<file path="config.mk">
export PLATFORM = sky130hd
export DESIGN_NAME = sawbc_lookup
export DESIGN_NICKNAME = d
export VERILOG_FILES = /design/src/hw/rtl/sawbc_pkg.sv /design/src/hw/rtl/sawbc_lookup.sv
export SDC_FILE = /design/constraint.sdc
export NUM_CORES = 1
export LEC_CHECK = 0
export BUFFER_PORTS_ARGS = -buffer_cell sky130_fd_sc_hd__buf_2
export CORE_AREA = 2 2 214 216
export DETAILED_ROUTE_END_ITERATION = 10
export DIE_AREA = 0 0 216 218
export PLACE_DENSITY_LB_ADDON = 0.25
export SYNTH_ARGS = -nofsm -noshare
export SYNTH_HDL_FRONTEND = slang
export SYNTH_SLANG_ARGS = --single-unit
</file>
<file path="constraint.sdc">
create_clock -name vclk -period 6.98
set_input_delay 0.349 -clock vclk [all_inputs]
set_output_delay 0.349 -clock vclk [all_outputs]
set_load 0.03 [all_outputs]
</file>
<file path="src/hw/rtl/sawbc_pkg.sv">
// Shared types and codes for the set-associative write-back cache tag engine.
// Request and response payloads, command and counter codes, event group.
// No dependencies.
package sawbc_pkg;

    localparam int ADDR_W = 64;
    localparam int CNT_W  = 64;
    localparam int CMD_W  = 3;
    localparam int SEL_W  = 2;

    // Command codes
    localparam logic [CMD_W-1:0] CMD_READ       = 3'd0;
    localparam logic [CMD_W-1:0] CMD_WRITE      = 3'd1;
    localparam logic [CMD_W-1:0] CMD_PROBE      = 3'd2;
    localparam logic [CMD_W-1:0] CMD_INVALIDATE = 3'd3;
    localparam logic [CMD_W-1:0] CMD_FLUSH      = 3'd4;
    localparam logic [CMD_W-1:0] CMD_READ_CNT   = 3'd5;
    localparam logic [CMD_W-1:0] CMD_CLEAR_CNT  = 3'd6;

    // Counter select codes
    localparam logic [SEL_W-1:0] SEL_HITS       = 2'd0;
    localparam logic [SEL_W-1:0] SEL_MISSES     = 2'd1;
    localparam logic [SEL_W-1:0] SEL_EVICTIONS  = 2'd2;
    localparam logic [SEL_W-1:0] SEL_WRITEBACKS = 2'd3;

    typedef struct packed {
        logic [CMD_W-1:0]  cmd;
        logic [ADDR_W-1:0] address;
        logic [SEL_W-1:0]  counter_select;
    } req_t;

    typedef struct packed {
        logic              hit;
        logic              writeback_valid;
        logic [ADDR_W-1:0] writeback_address;
        logic [CNT_W-1:0]  counter_value;
    } rsp_t;

    // Counter events raised by one request
    typedef struct packed {
        logic hit;
        logic miss;
        logic evict;
        logic wback;
    } cnt_evt_t;

endpackage

</file>
<file path="src/hw/rtl/sawbc_lookup.sv">
// Per-set tag compare, victim choice, recency update and writeback decision.
// Pure combinational update of one set row; uses sawbc_pkg.
module sawbc_lookup #(
    parameter int WAYS = 4,
    parameter int TAG_W = 51,
    localparam int RANK_W = (WAYS > 1) ? $clog2(WAYS) : 1,
    localparam int ROW_W = WAYS * (2 + TAG_W + RANK_W)
) (
    input  logic [sawbc_pkg::CMD_W-1:0] cmd,
    input  logic [TAG_W-1:0]            tag,
    input  logic                        mode,
    input  logic [ROW_W-1:0]            row,
    output logic [ROW_W-1:0]            row_new,
    output logic                        row_we,
    output logic                        hit,
    output logic                        wb_valid,
    output logic [TAG_W-1:0]            wb_tag,
    output sawbc_pkg::cnt_evt_t         evt
);
    import sawbc_pkg::*;

    typedef struct packed {
        logic [WAYS-1:0]              valid;
        logic [WAYS-1:0]              dirty;
        logic [WAYS-1:0][TAG_W-1:0]   tag;
        logic [WAYS-1:0][RANK_W-1:0]  rank;
    } row_t;

    row_t              cur;
    row_t              nxt;
    logic [WAYS-1:0]   hit_vec;
    logic              found;
    logic              any_inv;
    logic [RANK_W-1:0] hit_way;
    logic [RANK_W-1:0] inv_way;
    logic [RANK_W-1:0] lru_way;
    logic [RANK_W-1:0] fill_way;
    logic [RANK_W-1:0] tgt_way;
    logic [RANK_W-1:0] tgt_rank;
    logic              access;
    logic              looks;
    logic              evict;

    // Compare all ways and pick lowest hit, invalid and rank-zero ways
    always_comb
    begin
        cur     = row_t'(row);
        hit_vec = '0;
        hit_way = '0;
        inv_way = '0;
        lru_way = '0;
        for (int w = WAYS - 1; w >= 0; w--)
        begin
            hit_vec[w] = cur.valid[w] && (cur.tag[w] == tag);
            if (hit_vec[w])
            begin
                hit_way = RANK_W'(w);
            end
            if (!cur.valid[w])
            begin
                inv_way = RANK_W'(w);
            end
            if (cur.rank[w] == '0)
            begin
                lru_way = RANK_W'(w);
            end
        end
        found   = |hit_vec;
        any_inv = ~&cur.valid;
    end

    // Decode command class
    always_comb
    begin
        access = 1'b0;
        looks  = 1'b0;
        unique case (cmd)
            CMD_READ, CMD_WRITE:
            begin
                access = 1'b1;
                looks  = 1'b1;
            end
            CMD_PROBE, CMD_INVALIDATE, CMD_FLUSH:
            begin
                looks = 1'b1;
            end
            default:
            begin
                looks = 1'b0;
            end
        endcase
    end

    assign fill_way = any_inv ? inv_way : (mode ? '0 : lru_way);
    assign tgt_way  = found ? hit_way : fill_way;
    assign evict    = access && !found && !any_inv;

    // Build the updated row and writeback report
    always_comb
    begin
        nxt      = cur;
        wb_valid = 1'b0;
        wb_tag   = tag;
        tgt_rank = cur.rank[tgt_way];
        if (access)
        begin
            if (found)
            begin
                if (cmd == CMD_WRITE)
                begin
                    nxt.dirty[hit_way] = 1'b1;
                end
            end
            else
            begin
                if (evict && cur.dirty[fill_way])
                begin
                    wb_valid = 1'b1;
                    wb_tag   = cur.tag[fill_way];
                end
                nxt.valid[fill_way] = 1'b1;
                nxt.tag[fill_way]   = tag;
                nxt.dirty[fill_way] = (cmd == CMD_WRITE);
            end
            // Move the touched way to most recent
            for (int w = 0; w < WAYS; w++)
            begin
                if (cur.rank[w] > tgt_rank)
                begin
                    nxt.rank[w] = cur.rank[w] - 1'b1;
                end
            end
            nxt.rank[tgt_way] = RANK_W'(WAYS - 1);
        end
        else if (cmd == CMD_INVALIDATE && found)
        begin
            wb_valid           = cur.dirty[hit_way];
            nxt.valid[hit_way] = 1'b0;
            nxt.dirty[hit_way] = 1'b0;
        end
        else if (cmd == CMD_FLUSH && found && cur.dirty[hit_way])
        begin
            wb_valid           = 1'b1;
            nxt.dirty[hit_way] = 1'b0;
        end
    end

    assign row_new   = ROW_W'(nxt);
    assign row_we    = looks;
    assign hit       = looks && found;
    assign evt.hit   = access && found;
    assign evt.miss  = access && !found;
    assign evt.evict = evict;
    assign evt.wback = wb_valid;

endmodule

</file>
==> qor.yml <==
outcome:
  status: "finished, final reports clean"
critical_path:
  crit_type: "primary input to output port"
  crit_start: "tag[26]"
  cp-start-kind: "primary input"
  end_kind: "output port"
  endpoint: "row_new[1]"
  worstPathArrival_ns: 4.65
  crit_path_max_fanout: 9
  cp.required_ns: 6.63
place:
  place_area_um2: 11700
  gp_congestion: 0.933
  pre_cts_ws_ns: 2.06
  portBuffers: 553
  hpwl_um: 53300
cts:
  cts-hold-fix-buffers: 0
  postCtsResizedCells: 0
  cts_setup_buffers: 0
global_route:
  antenna_found_initial: 3
  grt_pass1_vias: 10100
  grt_util_all_layers_pct: 24.7
  grt_overflow: 0
  grt_max_degree: 53
  grt_pass1_wl_um: 82400
floorplan:
  start_util_pct: 19.1
  io_pins: 553
  die_w_um: 216
  die_h_um: 218
  core_area_um2: 44900
  die_area_um2: 47100
  placementRows: 78
power:
  power.density_nw_per_um2: 91.6
  vdd_ir_drop_max_mv: 0.0329
  p_leak_uw: 0.00491
sta:
  drv_slew: 0
  fin_crit_sh_pct: 71.6
  rsz0062_at_grt: "no"
  finalHoldViolations: 0
  max_freq_mhz: 200
  setup_ws_ns: 1.98
  relSlewSlack_pct: 32.9
  tns_ns: 0
  setup_violations: 0
  period_needed_ns: 5.00
  worstMarginPinSlew_ns: 1.01
logic_synthesis:
  synthCells: 969
  synth_top_cell_by_area: "mux2_2"
  avgSynthCellArea_um2: 8.86
  synth_warnings: 0
  ys_types: 60
  synthesis.nets: 1256
  ys_seq_area_share_pct: 0
  syn-cell-area_um2: 8590
  synth_top_cell_area_share_pct: 26.5
  yosys-top-cells-area: "mux2_2 26%, xnor2_1 14%, mux4_2 14%, mux2_1 6.3%, xor2_1 4.9%"
drt:
  drtIter0Drc: 655
  wl_um: 61400
  drt-vias-per-instance: 5.02
  drc: 0
  final_antenna_net_count: 0
  vias: 10200
  post_drt_wl_per_cell_um: 30.1
  drt_first_pass_iters: 4
run:
  maxCapViolCount: 0
final_layout:
  syn2layout_area_growth_pct: 36.4
  nets: 1726
  final_common_cell: "buf_2"
  final_cell_mix: "553 x buf_2, 202 x mux2_2, 139 x xnor2_1"
  fin_area_um2: 11700
  fillers: 5006
  regArea_um2: 0
  multi_input_comb_area_um2: 7980
  drive_gt1_share_pct: 58.0
  seq_cell_count: 0
  nClkBuffers: 0
worst_hold_path:
  hold_class: "primary input to output port"
## per-layer routing
| metal | vias to the layer above | track usage [%] | share of wire (%) |
|---|---|---|---|
| met5 | - | 0 | 0.011 |
| met4 | 2 | 5.82 | 2.8 |
| met3 | 49 | 3.65 | 5.8 |
| met2 | 462 | 42.8 | 48 |
| met1 | 5113 | 32.2 | 44 |
| li1 | 4601 | - | - |
## stage by stage
step / instances / util, % / total power [uW] / hold slack (ns)
finish: 2039 / 26.1 / 1070 / 1.11
CTS: 2037 / 26.1 / 1080 / 1.11
floorplan: 969 / - / 636 / 0.911
detailed placement: 2037 / 26.1 / 1070 / 1.11
global placement: 2037 / 26.1 / 1070 / 1.11
global route: 2037 / 26.1 / 1130 / 1.12
## critical path, cell delays in order
cell and delay [ns]:
buf_2 0.16, xor2_1 0.23, or4_1 0.55, nor4_1 0.58, and4_1 0.53, nand2b_1 0.35, or2_2 0.21, a21oi_1 0.07
mux2_2 0.32, ha_1 0.30, nor2b_1 0.13, o21ai_0 0.24, nor3_1 0.10, a22oi_1 0.26, buf_2 0.24
## how the worst min path moves through the flow
stage             start            to  slack (ns)  depth (start not counted)
6_report       row[134]  row_new[134]        1.11                          3
3_3_place_gp   row[160]  row_new[160]        1.11                          3
2_1_floorplan  row[219]  row_new[219]        0.91                          2
4_1_cts        row[157]  row_new[157]        1.11                          3
3_5_place_dp   row[141]  row_new[141]        1.11                          3
5_1_grt        row[156]  row_new[156]        1.12                          3
## where the power goes
part	switching (uW)	internal (uW)	leakage, uW	total, uW
sequential	0	0	0	0
clock	0	0.0000383	0.0000000127	0.0000383
combinational	709	364	0.00491	1070
total	709	364	0.00491	1070
## cell usage after synthesis (4+ instances only)
library cell / number
mux2_1: 48
o21ai_0: 15
xor2_1: 48
nand3_1: 13
buf_6: 5
or2_2: 4
clkbuf_1: 15
a22oi_1: 5
nand2b_1: 39
nor2b_1: 5
xnor2_1: 139
mux4_2: 52
nor2_1: 18
inv_1: 34
mux2i_1: 10
nand2_1: 26
buf_2: 65
nor4b_1: 4
ha_1: 12
nor3b_1: 6
mux2_2: 202
o2111ai_1: 6
nand4b_1: 6
nor4_1: 34
a21oi_1: 14
buf_4: 11
nor3_1: 14
or4_1: 12
nand4_1: 63
## final cells by class
type | instances | area share [%]
diodes | 2 | 0.0427
repair buffers | 564 | 24.3
multi-input cells | 839 | 68.1
inverters | 34 | 1.09
well taps | 600 | 6.41
## kinds of logic after synthesis
family                   count (synthesis)  share of synthesized area [%]
AO/OA/AOI/OAI                           69                           5.41
buffers and inverters                  130                           7.55
adder cells (fa/ha/maj)                 12                           1.75
multiplexers                           312                           47.6
AND/OR/NAND/NOR                        259                           18.6
XOR/XNOR                               187                           19.1
Power figures use the tool's default switching activity.
