--- src/hw/rtl/sawbc_tag_ram.sv ---
// Single-port-write, single-port-read set memory with registered read data.
// Holds one row of per-way state per set; no package dependency.
module sawbc_tag_ram #(
    parameter int WIDTH = 8,
    parameter int DEPTH = 2,
    localparam int AW = (DEPTH > 1) ? $clog2(DEPTH) : 1
) (
    input  logic             clk,
    input  logic             wr_en,
    input  logic [AW-1:0]    wr_addr,
    input  logic [WIDTH-1:0] wr_data,
    input  logic             rd_en,
    input  logic [AW-1:0]    rd_addr,
    output logic [WIDTH-1:0] rd_data
);

    logic [WIDTH-1:0] mem [DEPTH];
    logic [WIDTH-1:0] rd_data_reg;

    // Write port
    always_ff @(posedge clk)
    begin
        if (wr_en)
        begin
            mem[wr_addr] <= wr_data;
        end
    end

    // Read port, hold data when not enabled
    always_ff @(posedge clk)
    begin
        if (rd_en)
        begin
            rd_data_reg <= mem[rd_addr];
        end
    end

    assign rd_data = rd_data_reg;

endmodule

--- config.mk ---
export PLATFORM = sky130hd
export DESIGN_NAME = sawbc_tag_ram
export DESIGN_NICKNAME = d
export VERILOG_FILES = /design/src/hw/rtl/sawbc_tag_ram.sv
export SDC_FILE = /design/constraint.sdc
export NUM_CORES = 1
export LEC_CHECK = 0
export ABC_CLOCK_PERIOD_IN_PS = 2300
export BUFFER_PORTS_ARGS = -buffer_cell sky130_fd_sc_hd__buf_2
export CELL_PAD_IN_SITES_DETAIL_PLACEMENT = 0
export CELL_PAD_IN_SITES_GLOBAL_PLACEMENT = 1
export CORE_MARGIN = 3
export CORE_UTILIZATION = 47
export CTS_BUF_LIST = sky130_fd_sc_hd__clkbuf_4 sky130_fd_sc_hd__clkbuf_8
export DETAILED_ROUTE_END_ITERATION = 6
export PLACE_DENSITY = 0.93
export REMOVE_ABC_BUFFERS = 1
export SLEW_MARGIN = 20
export SYNTH_ARGS = -nofsm -noshare
export SYNTH_HDL_FRONTEND = slang
export SYNTH_SLANG_ARGS = --single-unit
export TNS_END_PERCENT = 100
--- constraint.sdc ---
create_clock -name clk -period 2.3 [get_ports clk]
set_clock_uncertainty 0.1 [all_clocks]
set_input_delay 0.115 -clock clk [delete_from_list [all_inputs] [get_ports clk]]
set_output_delay 0.115 -clock clk [all_outputs]
set_load 0.01 [all_outputs]
==> results_dict.tcl, run 1 <==
set metrics [dict create \
    status "finished, final reports clean" \
    crit_chain "buf_2" \
    synth-async-reset-ratio_pct 0 \
    final-hold-violation-count 0 \
    worst-path-buf-inv 1 \
    die_h_um 48.9 \
    cts_tree "yes" \
    grtUsageTotal_pct 11.2 \
    drv_slew 0 \
    startpoint_type "flip-flop" \
    worst_pin_slew_ns 0.652 \
    drive_above_1_share_pct 47.7 \
    largest_reg_flops 16 \
    syn_area_um2 865 \
    synth-seq-area-share_pct 83.4 \
    synth.avg_cell_area_um2 24.7 \
    reg2regPathDepth 1 \
    worst_path_max_delay_cell "edfxtp_1" \
    ir_drop_mv 0.489 \
    worstReg2RegEnd "rd_data[4]" \
    initial_utilization_pct 53.6 \
    grt_max_degree 13 \
    hold_path.class "input port to flip-flop" \
    vias_per_cell 4.66 \
    yosysMostFrequentCell "edfxtp_1" \
    ys_types 5 \
    drt_pass1_iterations 4 \
    sw_frac_of_total_pct 18.8 \
    intPower_uw 619 \
    area_growth_pct 25.6 \
    numCtsBuffers 3 \
    fp.dieW_um 48.9 \
    fillCellCount 121 \
    r2r-start "mem[1][4]" \
    cap_violations 0 \
    cp.arrival_ns 0.82 \
    placed_area_um2 983 \
    yosysWarningCount 0 \
    end_kind "output pin" \
    stdcell_area_um2 1090 \
    crit_type "flip-flop to output pin" \
    core_area_um2 1610 \
    p_per_area_nw_per_um2 702 \
    grt-ovfl-total 0 \
    wl_per_cell_um 12.9 \
    io_pins 21 \
    synth-edff-count 24 \
    crit_family "flip-flops" \
    hold_slack_ns 0.0416 \
    rrSetupSlack_ns 1.29 \
    synth_cells 35 \
    tns_ns 0 \
    grt_antenna_before_repair 0 \
    grt_pass1_vias 448 \
    p_comb_share_pct 9.4 \
    wl_um 1150 \
    yosys.area.top_type_share_pct 83.4 \
    port_buffers 20 \
    die_area_um2 2390 \
    final_net_count 80 \
    grt_pass1_wl_um 1990 \
    post_cts_buffers 0 \
    synth_common_cells "24 x edfxtp_1, 8 x mux2_4, 1 x and2_1, 1 x buf_6, 1 x nor2b_1" \
    finalWeightedCongestion 0.625 \
    relSlewSlack_pct 56.4 \
    finalCritPeriodShare_pct 45.0 \
    cts-root-buf "clkbuf_4" \
    std_cell_rows 14 \
    crit_required_ns 2.09 \
    hp-start "rd_en" \
    p_leak_nw 0.425 \
    n_antenna_cell 0 \
    power_frac_clock_pct 22.0 \
    min_to "rd_data[5]" \
    clkLatencyLatePin_ns 0.30 \
    pwr-share-seq_pct 68.7 \
    place_inst 78 \
    ant_nets 0 \
    clkSlewWorstSetupHoldPaths_ns 0.11 \
    rsz0062_at_grt "no" \
    synth_top_cell_by_area "edfxtp_1" \
    fin_crit_ns 1.03 \
    ys_ff_latch 24 \
    fmax_mhz 967 \
    clkSinkCount 24 \
    crit_cells 1 \
    synth_ff_type "edfxtp_1" \
    drt_iter0_drc 5 \
    post_cts_resized 0 \
    drc 0 \
    cts-htree-levels 1 \
    hold_path_depth 1 \
    synth.area.top_cells "edfxtp_1 83%, mux2_4 14%, buf_6 1.3%, and2_1 0.72%, nor2b_1 0.72%" \
    switchingPower_uw 143 \
    postLayoutCoreUtil_pct 67.4 \
    cp_slowest_stage_delay_ns 0.38 \
    crit_fanout 1 \
    stdcell_count 89 \
    vias 415 \
    clk_path_buf_depth 2 \
    crit_start "rd_data[3]" \
    setup_viol 0 \
]
## per-stage QoR
stage                     worst slack, ns  power [mW]
final                                1.27       0.762
after CTS                            1.25       0.767
after global placement               1.15       0.592
after floorplan                      1.29       0.564
after detailed placement             1.10       0.595
after global routing                 1.19       0.797
## repair_timing
| item | in CTS | in global routing |
|---|---|---|
| endpoints found under the setup margin | 0 | 0 |
| hold endpoints to repair | 16 | 0 |
| hold buffers | 8 | 0 |
## area by class of cell
type | count | area (µm²) | area share (%)
multi-input combinational | 10 | 133 | 12.2
timing repair buffer | 28 | 180 | 16.6
sequential | 24 | 721 | 66.4
clock buffer | 3 | 22.5 | 2.07
tap | 24 | 30.0 | 2.76
## cells by family after synthesis
logic type / count (synthesis) / share of synthesized area [%]
buffers and inverters: 1 / 1.30
AND/OR/NAND/NOR: 2 / 1.45
flip-flops: 24 / 83.4
multiplexers: 8 / 13.9
## layer usage
| layer | vias up | share of wire [%] | global-route usage, % |
|---|---|---|---|
| li1 | 200 | - | - |
| met3 | 2 | 7.5 | 3.36 |
| met1 | 194 | 38 | 11.0 |
| met4 | 0 | 0.44 | 5.69 |
| met2 | 19 | 54 | 20.8 |
| met5 | - | 0 | 0 |
## worst max path at each step
stage	end	slack, ns
global route	rd_data[5]	1.19
finish	rd_data[3]	1.27
CTS	rd_data[3]	1.25
global placement	mem[0][0]	1.15
detailed placement	mem[0][7]	1.10
floorplan	mem[0][0]	1.29
## layout by cell type (no fill, tap or decap)
cell | Yosys | routed
mux2_4 | 8 | 8
edfxtp_1 | 24 | 24
dlygate4sd3_1 | 0 | 8
buf_2 | 0 | 20
and2_1 | 1 | 1
nor2b_1 | 1 | 1
clkbuf_4 | 0 | 3
## power groups by stage
stage / Clock (mW) / Sequential [mW] / Combinational, mW
after detailed placement: 0 / 0.534 / 0.0615
final: 0.167 / 0.523 / 0.0714
after floorplan: 0 / 0.538 / 0.0254
after global routing: 0.194 / 0.527 / 0.0770
after CTS: 0.172 / 0.524 / 0.0719
after global placement: 0 / 0.533 / 0.0590
Note: power is estimated with default switching activity, not from simulation.
==> run 2, diff against run 1 <==
ABC_CLOCK_PERIOD_IN_PS = 960   (was 2300)
CORE_UTILIZATION = 46   (was 47)
PLACE_DENSITY = 0.92   (was 0.93)
clock period = 0.96 ns   (was 2.3 ns; I/O delays follow)
==> run 2 against run 1 <==
  * The run now ends with setup timing left
  * Sequential share of layout area fell by 2.9 points
  * First-iteration DRC count fell by 100%
  * Register-to-register slack got worse by 1.3 ns
  * Core utilization fell by 2.4 points
  * Die area rose by 1.9%
  * Clock power rose to 4.3 times the previous value
  * Largest cell class unchanged
  * Sequential power rose by 140%
  * Power rose to 2.8 times the previous value
  * Critical path depth did not move
  * Critical path type is now flip-flop to flip-flop
  * Flip-flop and latch count did not move
==> results_dict.tcl, run 2 (synthesis gave the netlist of run 1 again) <==
set metrics [dict create \
    grt_antenna_before_repair 0 \
    clk_path_buf_depth 2 \
    fp.dieW_um 49.4 \
    status "finished, violations left" \
    crit_family "flip-flops" \
    port_buffers 20 \
    drt_iter0_drc 0 \
    fillCellCount 123 \
    tns_ns -0.265 \
    preCtsSetupSlack_ns -0.0292 \
    layout.cells.most_common "edfxtp_1" \
    drive_above_1_share_pct 48.5 \
    worst-path-buf-inv 0 \
    clkSlewWorstSetupHoldPaths_ns 0.13 \
    initial_utilization_pct 49.5 \
    crit_required_ns 0.94 \
    fmax_mhz 1010 \
    area_growth_pct 31.3 \
    startpoint_type "flip-flop" \
    crit_fanout 1 \
    ir_drop_mv 1.31 \
    finalCritPeriodShare_pct 104 \
    worst_path_max_delay_cell "edfxtp_1" \
    cts-root-buf "clkbuf_4" \
    ant_nets 0 \
    io_pins 21 \
    hold_path.class "input port to flip-flop" \
    grt_max_degree 15 \
    numCtsBuffers 3 \
    stdcell_area_um2 1130 \
    crit_type "flip-flop to flip-flop" \
    end_kind "flip-flop" \
    n_antenna_cell 0 \
    clkSinkCount 24 \
    std_cell_rows 15 \
    die_area_um2 2440 \
    cp_slowest_stage_delay_ns 0.40 \
    placed_area_um2 992 \
    final_net_count 82 \
    p_leak_nw 0.448 \
    final_cell_mix "24 x edfxtp_1, 20 x buf_2, 9 x dlygate4sd3_1" \
    post_cts_resized 0 \
    seq_area_um2 721 \
    clkLatencyLatePin_ns 0.31 \
    drt_pass1_iterations 1 \
    crit_chain "mux2_4" \
    vias_per_cell 4.31 \
    p_per_area_nw_per_um2 1880 \
    die_h_um 49.4 \
    cts-htree-levels 1 \
    finalWeightedCongestion 0.621 \
    core_area_um2 1750 \
    cts_tree "yes" \
    final-hold-violation-count 0 \
    grtUsageTotal_pct 10.2 \
    drv_slew 0 \
    fin_crit_ns 0.995 \
    vias 401 \
    worst_pin_slew_ns 0.349 \
    finalPower_mw 2.14 \
    grt-ovfl-total 0 \
    largest_reg_flops 16 \
    grt_pass1_vias 414 \
    cp.arrival_ns 0.98 \
    wl_per_cell_um 12.0 \
    grt_pass1_wl_um 1830 \
    multi_input_area_um2 133 \
    drc 0 \
    wl_um 1120 \
    relSlewSlack_pct 76.7 \
    setup_viol 13 \
    fin_ws_ns -0.0347 \
    cap_violations 0 \
    rsz0062_at_grt "yes" \
    failed_checks "setup timing" \
]
run 2: changes by cell type in the layout (fill, tap and decap cells not counted), sizes merged:
cell         before  now
buf              20   21
bufinv            0    1
dlygate4sd3       8    9
run 2: power by group:
part | internal (mW) | switching [mW]
Clock | 0.422 | 0.288
Sequential | 1.24 | 0.0159
Combinational | 0.106 | 0.0703
Total | 1.76 | 0.374
run 2: metrics by stage:
step	std cells	hold slack (ns)	util, %
4_1_cts	93	0.0791	65.0
2_1_floorplan	34	0.0469	-
3_5_place_dp	80	0.142	56.8
5_1_grt	93	0.0946	65.0
6_report	93	0.0831	65.0
3_3_place_gp	80	0.136	56.8
run 2: final cells by class:
| cell class | instances | share of cell area [%] |
|---|---|---|
| clock buffer | 3 | 1.98 |
| clock inverter | 1 | 2.65 |
| multi-input combinational | 10 | 11.7 |
| sequential | 24 | 63.5 |
| tap | 25 | 2.76 |
| timing repair buffer | 30 | 17.4 |
run 2: final timing paths:
check	start	end	slack [ns]	cells after the start
setup / recovery	mem[0][6]	rd_data[6]	-0.03	1
hold reg to reg	mem[1][0]	rd_data[0]	0.46	1
hold / removal	wr_addr	mem[0][4]	0.08	3
setup reg to reg	mem[0][6]	rd_data[6]	-0.03	1
run 2: routing by layer:
layer | vias up | wire (µm) | share of wire, % | global-route usage [%]
li1 | 201 | - | - | -
met1 | 182 | 457 | 41 | 10.5
met2 | 18 | 584 | 52 | 18.8
met3 | 0 | 77 | 6.9 | 2.45
met4 | 0 | 0 | 0 | 5.69
met5 | - | 0 | 0 | 0
run 2: repair_timing:
action / 4_1_cts / 5_1_grt
hold buffers: 9 / 0
endpoints found under the hold margin: 24 / 0
buffers inserted: 0 / 0
gates cloned: 0 / 0
endpoints found under the setup margin: 16 / 16
